### src/sv/ordered_key_value_table_macros.svh
// Assertion macros for the ordered key/value table.
// Used by the top level only; relies on clk and arst_n in the using scope.
`ifndef ORDERED_KEY_VALUE_TABLE_MACROS_SVH
`define ORDERED_KEY_VALUE_TABLE_MACROS_SVH

// Same-cycle implication, disabled while reset is asserted.
`define OKVT_ASSERT_SAME(label, ante, cons, msg) \
	label: assert property (@(posedge clk) disable iff (!arst_n) (ante) |-> (cons)) \
		else $error(msg);

// Next-cycle implication, disabled while reset is asserted.
`define OKVT_ASSERT_NEXT(label, ante, cons, msg) \
	label: assert property (@(posedge clk) disable iff (!arst_n) (ante) |=> (cons)) \
		else $error(msg);

`endif

### src/sv/okvt_pkg.sv
// Shared constants, codes, types and port conversion functions of the
// ordered key/value table. No dependencies.
`default_nettype none

package okvt_pkg;

	localparam int CAPACITY   = 16;
	localparam int KEY_BITS   = 32;
	localparam int VALUE_BITS = 32;

	localparam int POS_BITS = (CAPACITY > 1) ? $clog2(CAPACITY) : 1;
	localparam int CNT_BITS = $clog2(CAPACITY + 1);
	// Width in which positions and counts are compared.
	localparam int IDX_BITS = (CNT_BITS > 4) ? CNT_BITS : 4;

	typedef enum logic [2:0] {
		ACT_LOOKUP = 3'd0,
		ACT_SET    = 3'd1,
		ACT_UPDATE = 3'd2,
		ACT_DELETE = 3'd3,
		ACT_CLEAR  = 3'd4,
		ACT_READ   = 3'd5
	} action_t;

	typedef enum logic [2:0] {
		STAT_HIT       = 3'd0,
		STAT_INSERTED  = 3'd1,
		STAT_NOT_FOUND = 3'd2,
		STAT_FULL      = 3'd3,
		STAT_RANGE     = 3'd4
	} status_t;

	// Broadcast from the controller to every cell.
	typedef struct packed {
		logic                  by_pos;
		logic                  wr_val;
		logic                  ins;
		logic                  shift_en;
		logic [IDX_BITS-1:0]   pos;
		logic [CNT_BITS-1:0]   count;
		logic [KEY_BITS-1:0]   key;
		logic [VALUE_BITS-1:0] value;
	} cell_bus_t;

	// Outcome of the lowest-match selection over the cell row.
	typedef struct packed {
		logic                  hit;
		logic [CAPACITY-1:0]   onehot;
		logic [CAPACITY-1:0]   after;
		logic [KEY_BITS-1:0]   key;
		logic [VALUE_BITS-1:0] value;
		logic [POS_BITS-1:0]   pos;
	} sel_res_t;

	function automatic logic [KEY_BITS-1:0] key_from_port(logic [31:0] p);
		logic [63:0] w;
		w = 64'(p);
		return w[KEY_BITS-1:0];
	endfunction

	function automatic logic [VALUE_BITS-1:0] value_from_port(logic [31:0] p);
		logic [63:0] w;
		w = 64'(p);
		return w[VALUE_BITS-1:0];
	endfunction

	function automatic logic [31:0] key_to_port(logic [KEY_BITS-1:0] k);
		logic [63:0] w;
		w = 64'(k);
		return w[31:0];
	endfunction

	function automatic logic [31:0] value_to_port(logic [VALUE_BITS-1:0] v);
		logic [63:0] w;
		w = 64'(v);
		return w[31:0];
	endfunction

endpackage

`default_nettype wire

### src/sv/okvt_cell.sv
// One entry cell of the ordered key/value table: key, value and match flag.
// Depends on okvt_pkg.
`default_nettype none

module okvt_cell (
	input  wire logic                            clk,
	input  wire logic [okvt_pkg::POS_BITS-1:0]   idx,
	input  wire okvt_pkg::cell_bus_t             bus,
	input  wire logic                            sel,
	input  wire logic                            after,
	input  wire logic [okvt_pkg::KEY_BITS-1:0]   nb_key,
	input  wire logic [okvt_pkg::VALUE_BITS-1:0] nb_value,
	output logic [okvt_pkg::KEY_BITS-1:0]        key_q,
	output logic [okvt_pkg::VALUE_BITS-1:0]      value_q,
	output logic                                 match_q
);

	logic [okvt_pkg::IDX_BITS-1:0] my_idx;
	logic                          live;

	assign my_idx = okvt_pkg::IDX_BITS'(idx);
	assign live   = my_idx < okvt_pkg::IDX_BITS'(bus.count);

	// Match against the request: by position for reads, by key otherwise.
	always_ff @(posedge clk) begin
		match_q <= live && (bus.by_pos ? (my_idx == bus.pos) : (key_q == bus.key));
	end

	// Shift from the upper neighbor, take a new entry, or overwrite the value.
	always_ff @(posedge clk) begin
		priority if (bus.shift_en && after) begin
			key_q   <= nb_key;
			value_q <= nb_value;
		end else if (bus.ins && (my_idx == okvt_pkg::IDX_BITS'(bus.count))) begin
			key_q   <= bus.key;
			value_q <= bus.value;
		end else if (bus.wr_val && sel) begin
			value_q <= bus.value;
		end
	end

endmodule

`default_nettype wire

### src/sv/okvt_select.sv
// Lowest-match selection over the cell row: one-hot pick, shift mask,
// selected key, value and position. Depends on okvt_pkg.
`default_nettype none

module okvt_select (
	input  wire logic [okvt_pkg::CAPACITY-1:0]   match,
	input  wire logic [okvt_pkg::KEY_BITS-1:0]   keys   [okvt_pkg::CAPACITY],
	input  wire logic [okvt_pkg::VALUE_BITS-1:0] values [okvt_pkg::CAPACITY],
	output okvt_pkg::sel_res_t                   res
);

	logic [okvt_pkg::CAPACITY-1:0] dec;
	logic [okvt_pkg::CAPACITY-1:0] pick;

	// Lowest set bit and the mask of cells at or above it.
	assign dec  = match - okvt_pkg::CAPACITY'(1);
	assign pick = match & ~dec;

	// Gather the picked cell's contents and position.
	always_comb begin
		res        = '0;
		res.hit    = |match;
		res.onehot = pick;
		res.after  = ~(~match & dec);
		for (int i = 0; i < okvt_pkg::CAPACITY; i++) begin
			if (pick[i]) begin
				res.key   = res.key | keys[i];
				res.value = res.value | values[i];
				res.pos   = res.pos | okvt_pkg::POS_BITS'(i);
			end
		end
	end

endmodule

`default_nettype wire

### src/sv/ordered_key_value_table.sv
// Ordered key/value table: controller, row of entry cells and result register.
// Depends on okvt_pkg, okvt_cell, okvt_select and the assertion macro header.
//
// Usage:
//   Requests enter on in_valid/in_ready with action, key_in, value_in and
//   position_in. Each request gives exactly one result on out_valid/out_ready
//   with status, key_out, value_out, position_out and entry_total.
//   Every cell compares its key (or its position, for a read) with the
//   request and registers a match flag; the lowest matching cell is picked
//   and the table is updated at commit. A delete shifts every later cell down
//   by one position in the same commit.
//   The request passes through the request register and the cell match flags
//   to the output register. The controller serves one request at a time
//   through accept, compare and commit; a new request waits for the last commit.
//   Stall: the result register holds its transaction while out_ready is low;
//   the next request is still accepted and compared, and it commits as soon
//   as the waiting result is taken.
//   Reset: the entry count clears at once, so the table is empty; stored keys
//   and values are left as they are and are never read before being written.
`default_nettype none
`include "ordered_key_value_table_macros.svh"

module ordered_key_value_table (
	input  wire logic        clk,
	input  wire logic        arst_n,
	input  wire logic        in_valid,
	output logic             in_ready,
	input  wire logic [2:0]  action,
	input  wire logic [31:0] key_in,
	input  wire logic [31:0] value_in,
	input  wire logic [3:0]  position_in,
	output logic             out_valid,
	input  wire logic        out_ready,
	output logic [2:0]       status,
	output logic [31:0]      key_out,
	output logic [31:0]      value_out,
	output logic [3:0]       position_out,
	output logic [4:0]       entry_total
);

	typedef enum logic [2:0] {
		ST_IDLE = 3'b001,
		ST_CMP  = 3'b010,
		ST_RES  = 3'b100
	} state_t;

	state_t                              state_q;
	logic [2:0]                          act_q;
	logic [okvt_pkg::KEY_BITS-1:0]       req_key_q;
	logic [okvt_pkg::VALUE_BITS-1:0]     req_val_q;
	logic [okvt_pkg::IDX_BITS-1:0]       req_pos_q;
	logic [okvt_pkg::CNT_BITS-1:0]       count_q;
	logic [okvt_pkg::CNT_BITS-1:0]       count_nxt;

	logic                                out_valid_q;
	okvt_pkg::status_t                   status_q;
	logic [okvt_pkg::KEY_BITS-1:0]       key_out_q;
	logic [okvt_pkg::VALUE_BITS-1:0]     val_out_q;
	logic [okvt_pkg::IDX_BITS-1:0]       pos_out_q;

	okvt_pkg::status_t                   res_status;
	logic [okvt_pkg::KEY_BITS-1:0]       res_key;
	logic [okvt_pkg::VALUE_BITS-1:0]     res_val;
	logic [okvt_pkg::IDX_BITS-1:0]       res_pos;

	logic                                accept;
	logic                                commit;
	logic                                full;
	okvt_pkg::cell_bus_t                 bus;
	okvt_pkg::sel_res_t                  sel;
	logic [okvt_pkg::CAPACITY-1:0]       match;
	logic [okvt_pkg::KEY_BITS-1:0]       keys   [okvt_pkg::CAPACITY];
	logic [okvt_pkg::VALUE_BITS-1:0]     values [okvt_pkg::CAPACITY];

	assign in_ready = (state_q == ST_IDLE);
	assign accept   = in_valid && in_ready;
	assign commit   = (state_q == ST_RES) && (!out_valid_q || out_ready);
	assign full     = (count_q == okvt_pkg::CNT_BITS'(okvt_pkg::CAPACITY));

	// Controller sequence: accept, compare, commit.
	always_ff @(posedge clk or negedge arst_n) begin
		if (!arst_n) begin
			state_q <= ST_IDLE;
		end else begin
			unique case (state_q)
				ST_IDLE: if (accept) state_q <= ST_CMP;
				ST_CMP:  state_q <= ST_RES;
				ST_RES:  if (commit) state_q <= ST_IDLE;
				default: state_q <= ST_IDLE;
			endcase
		end
	end

	// Request register.
	always_ff @(posedge clk) begin
		if (accept) begin
			act_q     <= action;
			req_key_q <= okvt_pkg::key_from_port(key_in);
			req_val_q <= okvt_pkg::value_from_port(value_in);
			req_pos_q <= okvt_pkg::IDX_BITS'(position_in);
		end
	end

	// Result of the request and the commands for the cells.
	always_comb begin
		res_status   = okvt_pkg::STAT_NOT_FOUND;
		res_key      = '0;
		res_val      = '0;
		res_pos      = '0;
		count_nxt    = count_q;
		bus          = '0;
		bus.by_pos   = (act_q == okvt_pkg::ACT_READ);
		bus.pos      = req_pos_q;
		bus.count    = count_q;
		bus.key      = req_key_q;
		bus.value    = req_val_q;
		unique case (act_q)
			okvt_pkg::ACT_LOOKUP, okvt_pkg::ACT_SET: begin
				res_key = req_key_q;
				if (sel.hit) begin
					res_status = okvt_pkg::STAT_HIT;
					res_key    = sel.key;
					res_val    = (act_q == okvt_pkg::ACT_SET) ? req_val_q : sel.value;
					res_pos    = okvt_pkg::IDX_BITS'(sel.pos);
					bus.wr_val = commit && (act_q == okvt_pkg::ACT_SET);
				end else if (full) begin
					res_status = okvt_pkg::STAT_FULL;
				end else begin
					res_status = okvt_pkg::STAT_INSERTED;
					res_val    = (act_q == okvt_pkg::ACT_SET) ? req_val_q : '0;
					res_pos    = okvt_pkg::IDX_BITS'(count_q);
					bus.value  = res_val;
					bus.ins    = commit;
					count_nxt  = count_q + okvt_pkg::CNT_BITS'(1);
				end
			end
			okvt_pkg::ACT_UPDATE: begin
				res_key = req_key_q;
				if (sel.hit) begin
					res_status = okvt_pkg::STAT_HIT;
					res_val    = req_val_q;
					res_pos    = okvt_pkg::IDX_BITS'(sel.pos);
					bus.wr_val = commit;
				end
			end
			okvt_pkg::ACT_DELETE: begin
				res_key = req_key_q;
				if (sel.hit) begin
					res_status   = okvt_pkg::STAT_HIT;
					res_val      = sel.value;
					res_pos      = okvt_pkg::IDX_BITS'(sel.pos);
					bus.shift_en = commit;
					count_nxt    = count_q - okvt_pkg::CNT_BITS'(1);
				end
			end
			okvt_pkg::ACT_CLEAR: begin
				res_status = okvt_pkg::STAT_HIT;
				count_nxt  = '0;
			end
			okvt_pkg::ACT_READ: begin
				res_pos = req_pos_q;
				if (sel.hit) begin
					res_status = okvt_pkg::STAT_HIT;
					res_key    = sel.key;
					res_val    = sel.value;
				end else begin
					res_status = okvt_pkg::STAT_RANGE;
				end
			end
			default: begin
			end
		endcase
	end

	// Entry count.
	always_ff @(posedge clk or negedge arst_n) begin
		if (!arst_n) begin
			count_q <= '0;
		end else if (commit) begin
			count_q <= count_nxt;
		end
	end

	// Output register: loaded on commit, emptied when the result is taken.
	always_ff @(posedge clk or negedge arst_n) begin
		if (!arst_n) begin
			out_valid_q <= 1'b0;
		end else if (commit) begin
			out_valid_q <= 1'b1;
		end else if (out_ready) begin
			out_valid_q <= 1'b0;
		end
	end

	always_ff @(posedge clk) begin
		if (commit) begin
			status_q  <= res_status;
			key_out_q <= res_key;
			val_out_q <= res_val;
			pos_out_q <= res_pos;
		end
	end

	// Row of entry cells; on delete, the picked cell and those above it take their upper neighbor's contents.
	for (genvar i = 0; i < okvt_pkg::CAPACITY; i++) begin : g_cell
		logic [okvt_pkg::KEY_BITS-1:0]   nb_key;
		logic [okvt_pkg::VALUE_BITS-1:0] nb_value;

		if (i == okvt_pkg::CAPACITY - 1) begin : g_top
			assign nb_key   = '0;
			assign nb_value = '0;
		end else begin : g_mid
			assign nb_key   = keys[i+1];
			assign nb_value = values[i+1];
		end

		okvt_cell u_cell (
			.clk      (clk),
			.idx      (okvt_pkg::POS_BITS'(i)),
			.bus      (bus),
			.sel      (sel.onehot[i]),
			.after    (sel.after[i]),
			.nb_key   (nb_key),
			.nb_value (nb_value),
			.key_q    (keys[i]),
			.value_q  (values[i]),
			.match_q  (match[i])
		);
	end

	okvt_select u_select (
		.match  (match),
		.keys   (keys),
		.values (values),
		.res    (sel)
	);

	assign out_valid    = out_valid_q;
	assign status       = status_q;
	assign key_out      = okvt_pkg::key_to_port(key_out_q);
	assign value_out    = okvt_pkg::value_to_port(val_out_q);
	assign position_out = 4'(pos_out_q);
	assign entry_total  = 5'(count_q);

	// Checks on the controller and the cell row.
	`OKVT_ASSERT_SAME(a_count_bound, 1'b1, count_q <= okvt_pkg::CNT_BITS'(okvt_pkg::CAPACITY), "entry count beyond capacity")
	`OKVT_ASSERT_NEXT(a_accept_cmp, accept, state_q == ST_CMP, "accepted transaction did not reach compare")
	`OKVT_ASSERT_NEXT(a_count_hold, !commit, $stable(count_q), "entry count changed without a commit")
	`OKVT_ASSERT_SAME(a_pick_onehot, state_q == ST_RES, $onehot0(sel.onehot), "more than one cell picked")

endmodule

`default_nettype wire
### config.mk
export PLATFORM = sky130hd
export DESIGN_NAME = ordered_key_value_table
export DESIGN_NICKNAME = d
export VERILOG_FILES = /design/src/sv/okvt_pkg.sv /design/src/sv/okvt_cell.sv /design/src/sv/okvt_select.sv /design/src/sv/ordered_key_value_table.sv
export VERILOG_INCLUDE_DIRS = /design/src /design/src/sv
export SDC_FILE = /design/constraint.sdc
export NUM_CORES = 2
export LEC_CHECK = 0
export BUFFER_PORTS_ARGS = -buffer_cell sky130_fd_sc_hd__buf_2
export CAP_MARGIN = 20
export CORE_MARGIN = 4
export CORE_UTILIZATION = 45
export DETAILED_ROUTE_END_ITERATION = 8
export PLACE_DENSITY = 0.61
export SYNTH_ARGS = -nofsm -noshare
export SYNTH_HDL_FRONTEND = slang
export SYNTH_HIERARCHICAL = 1
export SYNTH_SLANG_ARGS = --single-unit
export TNS_END_PERCENT = 1
### constraint.sdc
create_clock -name clk -period 9.8 [get_ports clk]
set_input_delay 0 -clock clk [delete_from_list [all_inputs] [get_ports clk]]
set_output_delay 0 -clock clk [all_outputs]
set_load 0.05 [all_outputs]
; ---- After elaboration in Yosys (flattened, before gate mapping)
; Index checks and enable logic that the tools add are counted.
; Widths: inputs -> output; s select.
[totals]
regBits = 1191
word_cells = 431
[op_classes]
add_sub_neg = 3
order_cmp = 16
eq_ne = 60
n_mux = 147
bitwise = 35
reduce_logical = 111
[op_table]
columns = cell, n
row1 = $mux 32, 88
row2 = $mux 68, 16
row3 = $or 32x32->32, 30
row4 = $eq 32x32->1, 16
row5 = $pmux 32 s3, 2
row6 = $logic_and 1x1->1, 67
row7 = $not 16->16, 3
row8 = $reduce_bool 3->1, 16
row9 = $eq 4x5->1 const A, 8
row10 = $lt 4x5->1 const A, 8
row11 = $reduce_bool 2->1, 17
row12 = $and 16x16->16, 2
row13 = $eq 4x4->1 const A, 8
row14 = $mux 1, 24
row15 = $eq 3x5->1 const A, 4
row16 = $lt 3x5->1 const A, 4
row17 = $eq 3x4->1 const A, 4
row18 = $reduce_or 16->1, 1
row19 = $sub 16x1->16 const B, 1
row20 = $mux 5, 3
row21 = $pmux 5 s3, 1
row22 = $mux 3, 4
row23 = $mux 4, 3
row24 = $pmux 3 s4, 1
row25 = other kinds (25), 41

; ---- Longest topological paths before layout
[depth]
word_depth = 37
ltp_mapped = 14

; ---- Cells and area by module
; The synthesis kept the hierarchy.
[modules_own_cells]
columns = mod, instances, cells_per_inst, area_each_um2, seq_area_each_um2
row1 = okvt_cell, 16, 204, 3221.8, 1941.9
row2 = okvt_select, 1, 1240, 7719.9, 0.0
row3 = ordered_key_value_table, 1, 366, 6025.8, 4490.6

; ---- Worst setup path before layout
; OpenSTA, ideal clock, no wires.
[synth_path]
path_type = flip-flop to flip-flop
from = register g_cell[1].u_cell.match_q
to = register g_cell[0].u_cell/value_q[0] (netlist name), enable pin
arrival_ps = 6120
path_slack_ps = 3292
path_stages_with_launch = 14
path_buffers = 4
synth_period_minus_slack_ps = 6508
cell_sequence = dfxtp_1 buf_2 nor4_4 nand4_1 buf_2 clkbuf_1 or3_1 buf_2 nor3_4 a21bo_1 nor2_1 nand4_1 o21ai_0 a21o_1
[synth_lines]
columns = item, line_no
row1 = start: declaration, okvt_cell.sv:15  ; output logic match_q
row2 = start signal: assignment, okvt_cell.sv:26  ; match_q <= live && (bus.by_pos ? (my_idx == bus.pos) : (key_q == bus.key));
row3 = end signal: assignment, okvt_cell.sv:33  ; value_q <= nb_value;
row4 = end signal: assignment, okvt_cell.sv:36  ; value_q <= bus.value;
row5 = end signal: assignment, okvt_cell.sv:38  ; value_q <= bus.value;
row6 = end: declaration, okvt_cell.sv:14  ; output logic [okvt_pkg::VALUE_BITS-1:0] value_q,

==> results.cfg <==
[run_status]
status = completed

[sta]
fin_crit_sh = 0.5745
hold_violations = 0
setup_viol_count_final = 0
fin_hold_ws_ns = 0.1203
slew-limit-headroom = 0.2269
slew_violations = 0
rsz0062_at_grt = no
postLayoutSetupSlackWorst_ns = 4.170
skew_ns = 0.05029
fmax_mhz = 177.6
layout_min_cycle_time_ns = 5.630
tightest_slew_ns = 1.160
tns_ns = 0

[yosys]
synth_top_cell_by_area = edfxtp_1
ys_seq_area_frac = 0.5446
async_flop_share = 0.007557
synth-edff-count = 1166
yosysWarnings = 6
ys_types = 62
avgSynthCellArea_sq_um = 13.41
yosysTopAreaCellShare = 0.5362
ys_ff_latch = 1191
synth_ff_type = edfxtp_1
ys_top_cells_by_count = edfxtp_1 (1166), mux2_2 (1025), xnor2_1 (563), a22oi_1 (296), nand4_1 (162)
yosys-top-cells-area = edfxtp_1 (54%), mux2_2 (18%), xnor2_1 (7.6%)
synthesis.area_sq_mm = 0.06530
syn_inst = 4870
yosysMostFrequentCell = edfxtp_1

[worst_hold_path]
hold_path_class = input port to flop

[setup_path]
cp-end-kind = flop
cp.arrival_ns = 6.03
worstPathMaxFanout = 65
critPathLaunchType = flop
required_ns = 10.20
critical_path_class = flop to flop

[global_routing]
antenna_found_initial = 9
grt_pass1_wl_microns = 293300
grt_max_degree = 83
grt-ovfl-total = 0
grt_pass1_vias = 43040
track_usage = 0.2584

[placed_design]
gp_congestion = 0.8833
io_buffer_count = 152
dp_slack_ns = 4.201
dp.cells = 6923
hpwl_microns = 132400
post_dp_cell_area_sq_mm = 0.06901

[cells_and_area]
fin_area_sq_mm = 0.07497
fillers = 12310
area_delta_synth_final_pct = 14.82
fin_cells = 7330
drive_gt1_frac = 0.2940
fin_nets = 5463

[clocking]
htreeDepth = 4
root_buffer = clkbuf_16
postCtsResizedCells = 0
cts_made_buffers = 139
cts_setup_buffers = 0
clkTransAtPathRegs_ns = 0.06
cts.sinks = 1191
cts_tree = built
clock_path_buffers = 3
clk_latency_ns = 0.80

[route]
wirelength_microns = 200500
via_count = 44360
via_per_inst = 6.052
drt_pass1_iterations = 5
drc_errors = 0
drt-initial-drc-count = 5212
wl_per_cell_microns = 27.35
drtAntennaViolNets = 0

[floorplan]
ios = 153
core.rowCount = 139
die-area_sq_mm = 0.1513
die_width_microns = 388.9
core_area_sq_mm = 0.1438
start_util = 0.4540
die_h_microns = 388.9

[power]
powerDensity_mw_per_mm2 = 212.6
power_leakage_uw = 0.02513
ir_drop_mv = 0.1643

[run]
max-cap-violations = 0
path summary, 6_finish.rpt:
kind                                                endpoint  slack (ns)  depth (start not counted)                     start
worst max-delay path            g_cell[4].u_cell/value_q[26]        4.17                         10  g_cell[0].u_cell/match_q
worst min-delay path                               out_valid        0.12                          4                 out_ready
worst max register to register  g_cell[4].u_cell/value_q[26]        4.17                         10  g_cell[0].u_cell/match_q
worst min register to register                    state_q[2]        0.52                          1                state_q[0]
max in group asynchronous                         state_q[0]        9.25                          3                    arst_n
min in group asynchronous                         state_q[1]        0.22                          3                    arst_n
where the power goes:
part,internal (uW),total [uW],switching (uW)
Sequential,6020,6200,173
Combinational,1800,4740,2950
Clock,2800,5000,2200
final cells by class:
cell class / instances / area [sq um] / share of cell area
Sequential cell: 1191 / 35590 / 0.4748
Clock inverter: 72 / 718.2 / 0.009580
Timing Repair Buffer: 419 / 3198 / 0.04266
Clock buffer: 173 / 3606 / 0.04810
Tap cell: 1903 / 2381 / 0.03176
Inverter: 160 / 603.1 / 0.008044
Multi-Input combinational cell: 3410 / 28870 / 0.3850
Antenna cell: 2 / 5.005 / 0.00006676
critical path, cell delays in order, from the launching register on:
cell     delay, ns
dfxtp_4       0.81
nor3_4        0.04
buf_4         0.26
inv_2         0.41
buf_4         0.53
or3_4         0.47
buf_4         0.51
nand2_4       0.69
o21ai_4       0.22
buf_4         0.40
a21o_2        0.78
through the flow:
stage | total power [uW] | utilization
global placement | 10750 | 0.4796
floorplan | 9273 | -
detailed placement | 10840 | 0.4798
global route | 16550 | 0.5212
CTS | 15910 | 0.5201
finish | 15940 | 0.5212
registers in the layout, summed over array words and instances, names as in the netlist, 4 cells and up:
| register | count |
|---|---|
| g_cell.u_cell/key_q | 512 |
| g_cell.u_cell/value_q | 512 |
| key_out | 32 |
| req_key_q | 32 |
| req_val_q | 32 |
| value_out | 32 |
| g_cell.u_cell/match_q | 16 |
| entry_total | 5 |
| pos_out_q | 4 |
| req_pos_q | 4 |
cells in the final DEF, fill, tap and decap left out, types with 17 or more instances in the layout:
| master | count |
|---|---|
| clkinv_1 | 28 |
| nor4_1 | 33 |
| a22oi_1 | 296 |
| nor2b_1 | 114 |
| dlygate4sd3_1 | 147 |
| edfxtp_1 | 1166 |
| xor2_1 | 17 |
| o32ai_1 | 50 |
| ha_1 | 67 |
| nor2_1 | 95 |
| nand4_1 | 162 |
| a22o_1 | 79 |
| a2111oi_0 | 50 |
| a21oi_1 | 130 |
| conb_1 | 208 |
| nand2_1 | 103 |
| buf_2 | 152 |
| xnor2_1 | 563 |
| mux2_2 | 1025 |
| nand3_1 | 19 |
| o21ai_0 | 52 |
| buf_4 | 114 |
| o22ai_1 | 65 |
| clkbuf_1 | 34 |
| inv_1 | 157 |
| clkbuf_16 | 139 |
| nor3_1 | 19 |
| clkinv_2 | 19 |
| a221oi_1 | 128 |
cells by family (layout without fill, tap and decap cells):
kind of cell / Yosys count / in the layout / share of synthesized area
AO/OA/AOI/OAI: 913 / 913 / 0.1042
XOR/XNOR: 580 / 580 / 0.07780
adder cells (fa/ha/maj): 67 / 67 / 0.01284
buffers and inverters: 475 / 824 / 0.03181
flip-flops: 1191 / 1191 / 0.5446
multiplexers: 1026 / 1026 / 0.1769
other: 2 / 210 / 0.0001150
AND/OR/NAND/NOR: 616 / 616 / 0.05166
metal layers:
metal  GRT usage  up-vias  part of all wire
li1            -    19660                 -
met1      0.3933    22390              0.46
met4     0.07085        4             0.025
met2      0.3592     2050              0.41
met5           0        -           0.00012
met3     0.07164      268              0.11
repair_timing:
action | in CTS | in global routing
hold endpoints to repair | 117 | 0
hold buffers | 147 | 0
setup endpoints to repair | 0 | 0
Note: power is estimated with default switching activity, not from simulation.
